===== src/rtl/pvff_pkg.sv =====
// Package for the protobuf varint field finder.
// Holds the decode state and result types, phase, status and wire type codes, and varint limits.
// Used by every module of the block; depends on nothing.
`timescale 1ns / 1ps
`default_nettype none

package pvff_pkg;

    // Decode phases
    localparam logic [2:0] PH_TAG   = 3'd0;
    localparam logic [2:0] PH_VALUE = 3'd1;
    localparam logic [2:0] PH_SKIPV = 3'd2;
    localparam logic [2:0] PH_LEN   = 3'd3;
    localparam logic [2:0] PH_SKIPB = 3'd4;

    // Result status codes
    localparam logic [1:0] ST_FOUND     = 2'd0;
    localparam logic [1:0] ST_NOT_FOUND = 2'd1;
    localparam logic [1:0] ST_MALFORMED = 2'd2;

    // Protobuf wire types
    localparam logic [2:0] WT_VARINT = 3'd0;
    localparam logic [2:0] WT_FIX64  = 3'd1;
    localparam logic [2:0] WT_LEN    = 3'd2;
    localparam logic [2:0] WT_FIX32  = 3'd5;

    // Varint limits, fixed field sizes and the reset target field
    localparam logic [3:0]  MAX_VARINT_BYTES = 4'd10;
    localparam logic [31:0] FIX64_BYTES      = 32'd8;
    localparam logic [31:0] FIX32_BYTES      = 32'd4;
    localparam logic [31:0] TARGET_RESET     = 32'd1;

    // Decode state carried from one byte to the next
    typedef struct packed {
        logic [2:0]  phase;
        logic [63:0] accumulator;
        logic [3:0]  varint_byte_count;
        logic [31:0] skip_remaining;
        logic [2:0]  pending_wire_type;
        logic        result_given;
    } state_t;

    // One result item
    typedef struct packed {
        logic [1:0]  status;
        logic [63:0] value;
    } result_t;

    // State of a fresh message
    localparam state_t STATE_CLEAR = '{
        phase:             PH_TAG,
        accumulator:       64'd0,
        varint_byte_count: 4'd0,
        skip_remaining:    32'd0,
        pending_wire_type: 3'd0,
        result_given:      1'b0
    };

endpackage

`default_nettype wire


===== src/rtl/protobuf_varint_field_finder.sv =====
// Bytes decode from the input register; results load into the result register.
// One byte per cycle unless in_stall is high; one pass of the decode state per byte.
// A byte that causes a result waits in the input register while the result register is full.
// Reset (rst_n, asynchronous, active low) clears the decode state and sets target_reg to 1.
// Depends on pvff_pkg, pvff_step and pvff_result.
`timescale 1ns / 1ps
`default_nettype none

module protobuf_varint_field_finder (
    input  wire logic        clk,
    input  wire logic        rst_n,
    input  wire logic        in_valid,
    output logic             in_stall,
    input  wire logic [7:0]  data_byte,
    input  wire logic        last_byte,
    output logic             out_valid,
    input  wire logic        out_stall,
    output logic [1:0]       status,
    output logic [63:0]      value,
    input  wire logic        cfg_valid,
    output logic             cfg_ready,
    input  wire logic [31:0] target_field
);

    logic              in_valid_reg;
    logic              in_valid_next;
    logic [7:0]        byte_reg;
    logic              last_reg;
    logic [31:0]       target_reg;
    pvff_pkg::state_t  state_reg;
    pvff_pkg::state_t  state_next;
    pvff_pkg::state_t  state_step;
    pvff_pkg::result_t res;
    logic              res_valid;
    logic              res_free;
    logic              advance;
    logic              in_accept;

    // Configuration register
    assign cfg_ready = 1'b1;

    always_ff @(posedge clk or negedge rst_n)
    begin
        if (!rst_n)
        begin
            target_reg <= pvff_pkg::TARGET_RESET;
        end
        else if (cfg_valid && cfg_ready)
        begin
            target_reg <= target_field;
        end
    end

    // Decode of the held byte
    pvff_step u_step (
        .state_cur    (state_reg),
        .data_byte    (byte_reg),
        .last_byte    (last_reg),
        .target_field (target_reg),
        .state_new    (state_step),
        .res_valid    (res_valid),
        .res          (res)
    );

    // The held byte retires unless its result finds the result register full
    assign advance   = in_valid_reg && (!res_valid || res_free);
    assign in_stall  = in_valid_reg && !advance;
    assign in_accept = in_valid && !in_stall;

    always_comb
    begin
        in_valid_next = in_valid_reg;
        if (in_accept)
        begin
            in_valid_next = 1'b1;
        end
        else if (advance)
        begin
            in_valid_next = 1'b0;
        end
        state_next = advance ? state_step : state_reg;
    end

    // Input register and decode state
    always_ff @(posedge clk or negedge rst_n)
    begin
        if (!rst_n)
        begin
            in_valid_reg <= 1'b0;
            state_reg    <= pvff_pkg::STATE_CLEAR;
        end
        else
        begin
            in_valid_reg <= in_valid_next;
            state_reg    <= state_next;
        end
    end

    always_ff @(posedge clk)
    begin
        if (in_accept)
        begin
            byte_reg <= data_byte;
            last_reg <= last_byte;
        end
    end

    // Result register
    pvff_result u_result (
        .clk       (clk),
        .rst_n     (rst_n),
        .load      (advance && res_valid),
        .res       (res),
        .free      (res_free),
        .out_valid (out_valid),
        .out_stall (out_stall),
        .status    (status),
        .value     (value)
    );

    // Only a found result carries a value.
    a_value_zero: assert property (@(posedge clk) disable iff (!rst_n)
        out_valid && status != pvff_pkg::ST_FOUND |-> value == 64'd0)
        else $error("non-found result carries a value");

    // No status code beyond malformed.
    a_status_range: assert property (@(posedge clk) disable iff (!rst_n)
        out_valid |-> status != 2'd3)
        else $error("invalid status code");

    // Once a message has its result, its later bytes give nothing.
    a_one_result: assert property (@(posedge clk) disable iff (!rst_n)
        in_valid_reg && state_reg.result_given |-> !res_valid)
        else $error("second result for one message");

    // The last byte of a message leaves a clean state behind.
    a_clear_after_last: assert property (@(posedge clk) disable iff (!rst_n)
        advance && last_reg |=> state_reg.phase == pvff_pkg::PH_TAG
                                && !state_reg.result_given
                                && state_reg.varint_byte_count == 4'd0)
        else $error("state not cleared after last byte");

    // Every last byte of a message without an earlier result produces a result item.
    a_last_gives_result: assert property (@(posedge clk) disable iff (!rst_n)
        in_valid_reg && last_reg && !state_reg.result_given |-> res_valid)
        else $error("message ended without a result");

endmodule

`default_nettype wire


===== src/rtl/pvff_step.sv =====
// Next-state logic of the field finder: folds one message byte into the decode state.
// Decides whether the byte ends the search and forms the result item.
// Depends on pvff_pkg.
`timescale 1ns / 1ps
`default_nettype none

module pvff_step (
    input  wire pvff_pkg::state_t  state_cur,
    input  wire logic [7:0]        data_byte,
    input  wire logic              last_byte,
    input  wire logic [31:0]       target_field,
    output pvff_pkg::state_t       state_new,
    output logic                   res_valid,
    output pvff_pkg::result_t      res
);

    logic [6:0]  shift;
    logic [63:0] acc_new;
    logic [63:0] varint;
    logic [3:0]  count_inc;
    logic [31:0] skip_dec;
    logic [31:0] field_num;
    logic [2:0]  wire_type;

    // Merge the seven payload bits of this byte into the accumulator
    always_comb
    begin
        shift = 7'({3'd0, state_cur.varint_byte_count} * 7'd7);
        acc_new = state_cur.accumulator;
        if (shift < 7'd64)
        begin
            acc_new = state_cur.accumulator | ({57'd0, data_byte[6:0]} << shift[5:0]);
        end
        varint    = acc_new;
        count_inc = state_cur.varint_byte_count + 4'd1;
        skip_dec  = state_cur.skip_remaining
                    - {31'd0, (state_cur.skip_remaining != 32'd0)};
        field_num = varint[34:3];
        wire_type = varint[2:0];
    end

    // Phase update and result forming
    always_comb
    begin
        state_new = state_cur;
        res_valid = 1'b0;
        res       = '{status: pvff_pkg::ST_MALFORMED, value: 64'd0};

        if (!state_cur.result_given)
        begin
            if (state_cur.phase == pvff_pkg::PH_SKIPB)
            begin
                state_new.skip_remaining = skip_dec;
                if (skip_dec == 32'd0)
                begin
                    state_new.phase = pvff_pkg::PH_TAG;
                end
            end
            else if (state_cur.phase <= pvff_pkg::PH_LEN)
            begin
                if (data_byte[7])
                begin
                    // Continuation byte
                    state_new.accumulator       = acc_new;
                    state_new.varint_byte_count = count_inc;
                    if (count_inc >= pvff_pkg::MAX_VARINT_BYTES)
                    begin
                        res_valid = 1'b1;
                    end
                end
                else
                begin
                    // Final byte of a varint
                    state_new.accumulator       = 64'd0;
                    state_new.varint_byte_count = 4'd0;
                    case (state_cur.phase)
                        pvff_pkg::PH_TAG:
                        begin
                            state_new.pending_wire_type = wire_type;
                            if (wire_type == pvff_pkg::WT_VARINT && field_num == target_field)
                            begin
                                state_new.phase = pvff_pkg::PH_VALUE;
                            end
                            else
                            begin
                                case (wire_type)
                                    pvff_pkg::WT_VARINT:
                                    begin
                                        state_new.phase = pvff_pkg::PH_SKIPV;
                                    end
                                    pvff_pkg::WT_FIX64:
                                    begin
                                        state_new.skip_remaining = pvff_pkg::FIX64_BYTES;
                                        state_new.phase          = pvff_pkg::PH_SKIPB;
                                    end
                                    pvff_pkg::WT_FIX32:
                                    begin
                                        state_new.skip_remaining = pvff_pkg::FIX32_BYTES;
                                        state_new.phase          = pvff_pkg::PH_SKIPB;
                                    end
                                    pvff_pkg::WT_LEN:
                                    begin
                                        state_new.phase = pvff_pkg::PH_LEN;
                                    end
                                    default:
                                    begin
                                        res_valid = 1'b1;
                                    end
                                endcase
                            end
                        end
                        pvff_pkg::PH_VALUE:
                        begin
                            res_valid = 1'b1;
                            res       = '{status: pvff_pkg::ST_FOUND, value: varint};
                        end
                        pvff_pkg::PH_SKIPV:
                        begin
                            state_new.phase = pvff_pkg::PH_TAG;
                        end
                        default:
                        begin
                            // Length prefix of a delimited field
                            if (varint[63:32] != 32'd0)
                            begin
                                res_valid = 1'b1;
                            end
                            else if (varint == 64'd0)
                            begin
                                state_new.phase = pvff_pkg::PH_TAG;
                            end
                            else
                            begin
                                state_new.skip_remaining = varint[31:0];
                                state_new.phase          = pvff_pkg::PH_SKIPB;
                            end
                        end
                    endcase
                end
            end
            else
            begin
                res_valid = 1'b1;
            end

            // End of message without an earlier result
            if (last_byte && !res_valid)
            begin
                res_valid = 1'b1;
                if (state_new.phase == pvff_pkg::PH_TAG && state_new.varint_byte_count == 4'd0)
                begin
                    res.status = pvff_pkg::ST_NOT_FOUND;
                end
            end

            if (res_valid)
            begin
                state_new.result_given = 1'b1;
            end
        end

        // A new message starts after the last byte
        if (last_byte)
        begin
            state_new = pvff_pkg::STATE_CLEAR;
        end
    end

endmodule

`default_nettype wire


===== src/rtl/pvff_result.sv =====
// Result register of the field finder: holds one result item until it is taken.
// Depends on pvff_pkg.
`timescale 1ns / 1ps
`default_nettype none

module pvff_result (
    input  wire logic              clk,
    input  wire logic              rst_n,
    input  wire logic              load,
    input  wire pvff_pkg::result_t res,
    output logic                   free,
    output logic                   out_valid,
    input  wire logic              out_stall,
    output logic [1:0]             status,
    output logic [63:0]            value
);

    logic              valid_reg;
    logic              valid_next;
    pvff_pkg::result_t data_reg;

    // The register can take a new item when empty or when its item leaves now
    assign free = !valid_reg || !out_stall;

    always_comb
    begin
        valid_next = valid_reg;
        if (load)
        begin
            valid_next = 1'b1;
        end
        else if (!out_stall)
        begin
            valid_next = 1'b0;
        end
    end

    always_ff @(posedge clk or negedge rst_n)
    begin
        if (!rst_n)
        begin
            valid_reg <= 1'b0;
        end
        else
        begin
            valid_reg <= valid_next;
        end
    end

    // Payload, loaded only while the register is free
    always_ff @(posedge clk)
    begin
        if (load)
        begin
            data_reg <= res;
        end
    end

    assign out_valid = valid_reg;
    assign status    = data_reg.status;
    assign value     = data_reg.value;

endmodule

`default_nettype wire


===== config.mk =====
export PLATFORM = sky130hd
export DESIGN_NAME = protobuf_varint_field_finder
export DESIGN_NICKNAME = d
export VERILOG_FILES = /design/src/rtl/pvff_pkg.sv /design/src/rtl/protobuf_varint_field_finder.sv /design/src/rtl/pvff_step.sv /design/src/rtl/pvff_result.sv
export SDC_FILE = /design/constraint.sdc
export NUM_CORES = 1
export LEC_CHECK = 0
export BUFFER_PORTS_ARGS = -buffer_cell sky130_fd_sc_hd__buf_4
export CAP_MARGIN = 10
export CORE_MARGIN = 4
export CORE_UTILIZATION = 30
export CTS_CLUSTER_SIZE = 20
export DETAILED_ROUTE_END_ITERATION = 16
export HOLD_SLACK_MARGIN = 0.1
export PLACE_DENSITY_LB_ADDON = 0.1
export SLEW_MARGIN = 20
export SYNTH_ARGS = -nofsm -noshare
export SYNTH_HDL_FRONTEND = slang
export SYNTH_HIERARCHICAL = 1
export SYNTH_SLANG_ARGS = --single-unit

===== constraint.sdc =====
create_clock -name clk -period 6 [get_ports clk]
set_input_delay 0.3 -clock clk [delete_from_list [all_inputs] [get_ports clk]]
set_output_delay 0.3 -clock clk [all_outputs]
set_load 0.02 [all_outputs]

Word-level counts from Yosys, hierarchy flattened --
Index checks and enable logic that the tools add are counted.
Word-level totals: output and inout bits 69, register bits after elaboration 213
Operators by class: equality and inequality tests 16, add/subtract/negate cells 2, $lt $le $gt $ge 3, $mul 1, reductions and logical operators 33, shift operators 1, mux-type cells 48, bitwise logic cells 3
Operator list (count):
- $mux W66 | 4
- $mux W107 | 2
- $mux W68 | 3
- $mux W32 | 4
- $pmux W32 S2 | 2
- $mux W106 | 1
- $logic_not A64 Y1 | 1
- $mux W64 | 1
- $or A64 B64 Y64 | 1
- $reduce_bool A32 Y1 | 2
- $shl A7 B6 Y64 | 1
- $mux W35 | 1
- $eq A32 B32 Y1 | 1
- $logic_not A32 Y1 | 1
- $sub A32 B1 Y32 | 1
- $mux W3 | 9
- $pmux W3 S3 | 2
- $mux W1 | 16
- $ne A4 B3 Y1 const B | 3
- $logic_not A3 Y1 | 3
- $reduce_and A9 Y1 | 1
- $logic_and A1 B1 Y1 | 7
- $lt A7 B7 Y1 const B | 1
- $mul A4 B3 Y7 const B | 1
- other kinds (23) | 38

Logic depth before layout (Yosys ltp) --
Gate-level depths: netlist of the first run.
depth after elaboration 26, gate-level depth with buffers 24, mapped depth without buffers 19

Modules after synthesis --
Netlist of the first run, hierarchy kept.
By module, submodules not included:
- pvff_step | area an instance 6339.8 um^2, instances 1, cells an instance 1137
- protobuf_varint_field_finder | area an instance 5499.0 um^2, instances 1, cells an instance 313
- pvff_result | area an instance 2018.2 um^2, instances 1, cells an instance 69

Least setup slack after synthesis of the first run --
OpenSTA, ideal clock, no wires.
path type register to register, start reg state_reg[36] (netlist name), end reg u_result.data_reg (netlist bit u_result/status[0]) (enable), cell stages (with the launch flop) 21, period minus slack after synthesis 6.295 ns, buffers on the path 4, library setup time 0.432 ns, arrival time 5.863 ns, data required time 5.568 ns, path slack -0.295 ns, cell sequence dfrtp_1 buf_2 inv_1 fa_1 inv_1 ha_1 inv_1 fa_1 clkbuf_1 clkbuf_1 nand2_1 o22ai_1 clkbuf_1 o21ai_0 nand4_1 nor4_2 nand2_1 nand2_1 a31oi_1 o21a_1 and3_1
Between the ends: word-level cells in the longest chain between the ends 22, elaborated cells between the ends (all ways) 33
RTL lines:
- start: declaration | RTL line protobuf_varint_field_finder.sv:30 | pvff_pkg::state_t state_reg;
- start signal: assignment | RTL line protobuf_varint_field_finder.sv:90 | state_reg <= pvff_pkg::STATE_CLEAR;
- start signal: assignment | RTL line protobuf_varint_field_finder.sv:95 | state_reg <= state_next;
- $mul A4 B3 Y7 | RTL line pvff_step.sv:28 | shift = 7'({3'd0, state_cur.varint_byte_count} * 7'd7);
- $shl A7 B6 Y64 | RTL line pvff_step.sv:32 | acc_new = state_cur.accumulator | ({57'd0, data_byte[6:0]} << shift[5:0]);
- $or A64 B64 Y64 | RTL line pvff_step.sv:32
- $mux W64 | RTL line pvff_step.sv:30 | if (shift < 7'd64)
- $eq A3 B1 Y1 (tied with other cells) | RTL line pvff_step.sv:86 | case (wire_type)
- $reduce_or A4 Y1 (no source line)
- $mux W1 | RTL line pvff_step.sv:86
- $mux W1 | RTL line pvff_step.sv:80 | if (wire_type == pvff_pkg::WT_VARINT && field_num == target_field)
- (+6 left out)
- $logic_and A1 B1 Y1 | RTL line pvff_step.sv:147 | if (last_byte && !res_valid)
- $mux W1 * | RTL line pvff_step.sv:147
- $mux W1 * (2 in series) | RTL line pvff_step.sv:49 | if (!state_cur.result_given)
- named net res_valid | RTL line protobuf_varint_field_finder.sv:34 | logic res_valid;
- $logic_not A1 Y1 | RTL line protobuf_varint_field_finder.sv:66 | assign advance = in_valid_reg && (!res_valid || res_free);
- $logic_or A1 B1 Y1 | RTL line protobuf_varint_field_finder.sv:66
- $logic_and A1 B1 Y1 | RTL line protobuf_varint_field_finder.sv:66
- $logic_and A1 B1 Y1 * | RTL line protobuf_varint_field_finder.sv:112 | .load (advance && res_valid),
- end signal: assignment | RTL line pvff_result.sv:55 | data_reg <= res;
- end: declaration | RTL line pvff_result.sv:20 | pvff_pkg::result_t data_reg;
Mark *: on every way through the listed nets, which the timed path passes. The rest lies on a longest branch. The select of a mux whose other input is x is not followed. A chain may end at the register's enable or synchronous reset.

Worst setup path after layout of the first run --
start reg state_reg[38] (netlist name), end out in_stall
Between the ends: word-level cells in the longest chain between the ends 23, elaborated cells between the ends (all ways) 34
RTL lines:
- $mul A4 B3 Y7 | RTL line pvff_step.sv:28
- $shl A7 B6 Y64 | RTL line pvff_step.sv:32
- $or A64 B64 Y64 | RTL line pvff_step.sv:32
- $mux W64 | RTL line pvff_step.sv:30
- $eq A3 B1 Y1 (tied with other cells) | RTL line pvff_step.sv:86
- $reduce_or A4 Y1 (no source line)
- $mux W1 | RTL line pvff_step.sv:86
- $mux W1 | RTL line pvff_step.sv:80
- (+7 left out)
- $mux W1 * | RTL line pvff_step.sv:147
- $mux W1 * (2 in series) | RTL line pvff_step.sv:49
- named net res_valid | RTL line protobuf_varint_field_finder.sv:34
- $logic_not A1 Y1 * | RTL line protobuf_varint_field_finder.sv:66
- $logic_or A1 B1 Y1 * | RTL line protobuf_varint_field_finder.sv:66
- $logic_and A1 B1 Y1 * | RTL line protobuf_varint_field_finder.sv:66
- $logic_not A1 Y1 * | RTL line protobuf_varint_field_finder.sv:67 | assign in_stall = in_valid_reg && !advance;
- $logic_and A1 B1 Y1 * | RTL line protobuf_varint_field_finder.sv:67
- end: declaration | RTL line protobuf_varint_field_finder.sv:13 | output logic in_stall,
Marks and branches as above.

==> results.py, run 1 <==
metrics = {
    "run_status": {
        "status": "completed",
    },
    "setup_path": {
        "worstSetupEndpointType": "primary output",
        "worst-setup-path-type": "flip-flop to primary output",
        "critPathLaunchType": "flip-flop",
        "cp_data_arrival_time_ns": 5.40,
        "regToRegSetupSlack_ns": 0.37,
        "rr_worst_depth": 18,
        "cp.required_ns": 5.70,
        "crit_fanout": 21,
    },
    "sta": {
        "tightestPinTransition_ns": 1.052,
        "fin_crit_sh": 0.9507,
        "tns_ns": 0,
        "min_period_ns": 5.704,
        "relSlewSlack": 0.2990,
        "hold_violations": 0,
        "setup_viol": 0,
        "drv_slew": 0,
        "rsz0062_at_grt": "yes",
        "skew_ns": 0.02145,
        "fmaxAchievable_mhz": 175.3,
        "holdWs_ns": 0.2893,
    },
    "cts": {
        "cts_root_buffer": "clkbuf_16",
        "cts_made_buffers": 28,
        "clk_pin_slew_ns": 0.06,
        "clk_path_buf_depth": 3,
        "cts_tree": "done",
        "cts.sinks": 213,
        "clock_latency_ns": 0.57,
        "h-tree-depth": 1,
    },
    "floorplanning": {
        "start_util": 0.3027,
        "dieArea_mm2": 0.04918,
        "io_pins": 115,
        "die_h_um": 221.8,
        "rows": 78,
        "die_x_um": 221.8,
        "coreArea_mm2": 0.04528,
    },
    "finish": {
        "largest_reg_flops": 104,
        "multiInputGateArea_mm2": 0.007445,
        "layout-drive-gt1-share": 0.2307,
        "seq_area_mm2": 0.005708,
        "nets": 1720,
        "antenna_cells": 0,
        "area.growth.synth_to_final_pct": 22.99,
        "num-fill-cells": 4692,
        "utilization": 0.3723,
        "stdcell_count": 2282,
    },
    "pwr": {
        "p_per_area_mw_per_mm2": 482.2,
        "leakagePower_nw": 6.871,
        "power.total_mw": 8.131,
        "ir_drop_uv": 210.5,
    },
    "drt": {
        "drc": 0,
        "avgRoutedWirePerCell_um": 23.67,
        "drtIter0Drc": 1057,
        "routed_wl_um": 54010,
        "viasPerCell": 5.552,
        "antenna_left": 0,
        "vias": 12670,
        "dr.pass1.iters": 6,
    },
    "hold_path": {
        "hold_depth": 2,
        "hp-class": "input pin to flip-flop",
    },
    "synthesis": {
        "syn-cell-area_mm2": 0.01371,
        "yosysWarnings": 6,
        "synth_cells": 1506,
        "syn_nets": 1566,
        "avgSynthCellArea_um2": 9.103,
    },
    "global_route": {
        "grt_pass1_wl_um": 81340,
        "grt_max_degree": 88,
        "grt_pass1_vias": 12530,
        "grt_overflow": 0,
        "grt_util_all_layers": 0.2110,
        "antenna_found_initial": 0,
    },
    "placement": {
        "port_buffers": 113,
        "dpl.cell_count": 2182,
        "dp_hpwl_um": 38480,
        "gp_congestion": 0.9457,
    },
    "flow_run": {
        "max-cap-violations": 0,
    },
}
[per-layer routing]
| metal | vias to the layer above | GRT usage | wire (µm) |
|---|---|---|---|
| met5 | - | 0 | 0 |
| met4 | 0 | 0.07983 | 2173 |
| met3 | 104 | 0.03283 | 2866 |
| met2 | 389 | 0.3423 | 25040 |
| met1 | 6317 | 0.2852 | 23930 |
| li1 | 5860 | - | - |
[cell usage in the layout (no fill, tap or decap), types with 11 or more instances in the layout]
| master | n |
|---|---|
| nand2_1 | 67 |
| o21ai_0 | 43 |
| dlygate4sd3_1 | 44 |
| clkbuf_16 | 28 |
| xnor2_1 | 11 |
| nand3_1 | 33 |
| nand4_1 | 14 |
| mux2_1 | 32 |
| o22ai_1 | 24 |
| nand2b_1 | 22 |
| buf_4 | 186 |
| and2_1 | 14 |
| nor3_1 | 36 |
| a21oi_1 | 172 |
| mux2_2 | 115 |
| nor2b_1 | 17 |
| nor2_1 | 237 |
| o21a_1 | 11 |
| edfxtp_1 | 75 |
| dfrtp_1 | 136 |
| a31oi_1 | 48 |
| inv_1 | 39 |
| nor4_1 | 26 |
[worst max-delay path, stage by stage (launching register included)]
cell and delay, ns:
dfrtp_2 0.47, inv_1 0.17, fa_1 0.44, inv_1 0.07, ha_1 0.20, inv_1 0.08
fa_1 0.55, buf_4 0.19, buf_4 0.28, inv_1 0.20, nand3_1 0.12, nand3_2 0.25
o31ai_1 0.28, nand4_1 0.20, nor4_4 0.42, nand2_1 0.13, nand2_1 0.08, a31oi_1 0.11
o21a_1 0.23, nand2_1 0.06, or2_2 0.12, inv_1 0.04, buf_4 0.15
[power by group]
group,leakage (nW),internal [mW],switching [mW]
clock,0.426,0.973,0.675
combinational,3.89,1.52,2.85
sequential,2.55,1.81,0.301
[stage by stage]
step           cell area (µm²)  setup slack [ns]
2_1_floorplan            13710            0.4387
3_3_place_gp             15440            0.1190
3_5_place_dp             15440           0.09321
4_1_cts                  16780           0.04509
5_1_grt                  16860          -0.08023
6_report                 16860            0.2958
[path summary, 6_finish.rpt]
| check | from | endpoint |
|---|---|---|
| setup reg to reg | state_reg[38] | u_result/status[1] |
| min in group asynchronous | rst_n | target_reg[24] |
| setup / recovery | state_reg[38] | in_stall |
| hold reg to reg | target_reg[18] | target_reg[18] |
| max in group asynchronous | rst_n | state_reg[88] |
| hold / removal | cfg_valid | target_reg[7] |
[layout make-up]
| type | count | area share |
|---|---|---|
| Tap cell | 600 | 0.04452 |
| Timing Repair Buffer | 234 | 0.1132 |
| Clock inverter | 12 | 0.007717 |
| Multi-Input combinational cell | 1142 | 0.4415 |
| Sequential cell | 213 | 0.3385 |
| Clock buffer | 40 | 0.04541 |
| Inverter | 41 | 0.009127 |
[timing repair]
action                                  CTS  global route
endpoints found under the setup margin    0           169
hold endpoints to repair                128             0
gates resized for setup                   0            10
hold buffers                             44             0
buffers inserted                          0             4
Note: power is estimated with default switching activity, not from simulation.
==> run 2, diff against run 1 <==
CTS_CLUSTER_SIZE = 12   (was 20)
clock period = 6.9 ns   (was 6 ns; I/O delays follow)
==> results.py, run 2 (synthesized netlist as in run 1, its figures left out) <==
metrics = {
    "floorplanning": {
        "rows": 78,
        "coreArea_mm2": 0.04528,
        "io_pins": 115,
        "dieArea_mm2": 0.04918,
        "start_util": 0.3027,
        "die_h_um": 221.8,
        "die_x_um": 221.8,
    },
    "global_route": {
        "grt_overflow": 0,
        "grt_pass1_vias": 12460,
        "antenna_found_initial": 1,
        "grt_pass1_wl_um": 80980,
        "grt_max_degree": 75,
        "grt_util_all_layers": 0.2108,
    },
    "placement": {
        "gp_congestion": 0.9388,
        "dpl_cell_area_mm2": 0.01525,
        "dp_hpwl_um": 38070,
        "port_buffers": 113,
        "pre_cts_ws_ns": 0.3781,
    },
    "sta": {
        "hold_violations": 0,
        "setup_viol": 0,
        "skew_ns": 0.01520,
        "fin_crit_sh": 0.9363,
        "tightestPinTransition_ns": 1.192,
        "setup_slack_ns": 0.4393,
        "tns_ns": 0,
        "fmaxAchievable_mhz": 154.8,
        "holdWs_ns": 0.3206,
        "min_period_ns": 6.461,
        "drv_slew": 0,
        "rsz0062_at_grt": "no",
        "relSlewSlack": 0.2036,
    },
    "hold_path": {
        "hold_depth": 2,
        "hp-class": "input pin to flip-flop",
        "whs_endpoint": "target_reg[7]",
        "hp-start": "cfg_valid",
    },
    "setup_path": {
        "worstReg2RegStart": "state_reg[38]",
        "worst-setup-path-type": "flip-flop to primary output",
        "worstPathCellList": "inv_1 -> fa_1 -> inv_1 -> ha_1 -> inv_1 -> fa_1 -> buf_4 -> or3b_2 -> a21o_1 -> a22oi_2 -> nor3_2 -> a41oi_1 -> nor4_4 -> nand2_1 -> nand2_1 -> a31oi_1 -> o21a_1 -> nand2_1 -> or2_2 -> inv_1 -> buf_4",
        "rr_worst_depth": 21,
        "r2r-end": "state_reg[45]",
        "regToRegSetupSlack_ns": 0.49,
        "cp.required_ns": 6.55,
        "slowest_delay_ns": 0.66,
        "slowest_stage": "fa_1",
        "crit_fanout": 13,
        "path_common_cell": "inv_1",
        "critPathLaunchType": "flip-flop",
        "worstSetupEndpointType": "primary output",
        "cp_data_arrival_time_ns": 6.12,
    },
    "finish": {
        "utilization": 0.3673,
        "layout-drive-gt1-share": 0.2106,
        "antenna_cells": 0,
        "final_common_cell": "nor2_1",
        "num-fill-cells": 4676,
        "layout_common_cells": "238 x nor2_1, 174 x a21oi_1, 145 x buf_4",
        "largest_reg_flops": 104,
        "nets": 1682,
        "area.growth.synth_to_final_pct": 21.32,
        "multiInputGateArea_mm2": 0.007425,
        "postLayoutCellArea_mm2": 0.01663,
        "seq_area_mm2": 0.005707,
    },
    "cts": {
        "cts_root_buffer": "clkbuf_16",
        "clk_path_buf_depth": 3,
        "h-tree-depth": 1,
        "cts_made_buffers": 27,
        "clk_pin_slew_ns": 0.06,
        "clock_latency_ns": 0.56,
        "cts.sinks": 213,
        "cts_tree": "done",
    },
    "pwr": {
        "ir_drop_uv": 194.1,
        "leakagePower_nw": 6.713,
        "p_per_area_mw_per_mm2": 419.4,
    },
    "drt": {
        "drtIter0Drc": 993,
        "viasPerCell": 5.601,
        "drc": 0,
        "dr.pass1.iters": 8,
        "avgRoutedWirePerCell_um": 23.95,
        "vias": 12560,
        "antenna_left": 0,
        "routed_wl_um": 53710,
    },
    "run_status": {
        "status": "completed",
    },
    "flow_run": {
        "max-cap-violations": 0,
    },
}
run 2: cell types whose count changed in the layout (fill, tap and decap cells not counted), moves of 2 or more:
cell       change
a21oi_1        +2
a21oi_2        -2
buf_12         +4
buf_4         -41
bufinv_16      +2
clkbuf_1       -4
nor4_1         +2
nor4_2         -2
run 2: worst max-delay path by stage:
stage	startpoint	end	cells after the start
floorplan	state_reg[36]	u_result/status[0]	20
global placement	state_reg[37]	state_reg[104]	21
detailed placement	state_reg[37]	state_reg[104]	21
CTS	state_reg[38]	in_stall	21
global route	state_reg[38]	in_stall	21
finish	state_reg[38]	in_stall	21
run 2: power by group:
group          internal [mW]  leakage, nW  switching, mW  total [mW]
logic                   1.20         3.72           2.47        3.67
registers               1.57         2.55          0.258        1.83
clock network          0.891        0.435          0.585        1.48
run 2: layout make-up:
cell class,instances,share of cell area
timing repair buffer,197,0.1010
inverter,41,0.009253
clock inverter,15,0.01143
sequential,213,0.3431
clock buffer,35,0.04363
multi-input combinational,1142,0.4464
tap,600,0.04514
run 2: timing repair:
action                                 CTS  global route
hold buffers                            44             0
setup endpoints to repair                0           181
setup buffers                            0             0
resized for setup                        0             4
endpoints found under the hold margin  115             0
run 2: through the flow:
step	instances	power, mW
floorplan	1506	4.106
global placement	2149	5.447
detailed placement	2149	5.456
CTS	2243	6.982
global route	2243	7.404
finish	2243	6.975
run 2: metal layers:
metal,share of wire,GRT usage
met5,0.00024,0
met4,0.039,0.07023
met3,0.061,0.03641
met2,0.46,0.3387
met1,0.44,0.2897
run 2: critical path: cells and delay by family, from the launching register on:
| family | cells | cell delay (ns) |
|---|---|---|
| compound gates | 5 | 1.73 |
| simple gates | 7 | 1.22 |
| buf+inv | 6 | 0.78 |
| fa+ha+maj | 3 | 1.31 |
| flops | 1 | 0.51 |
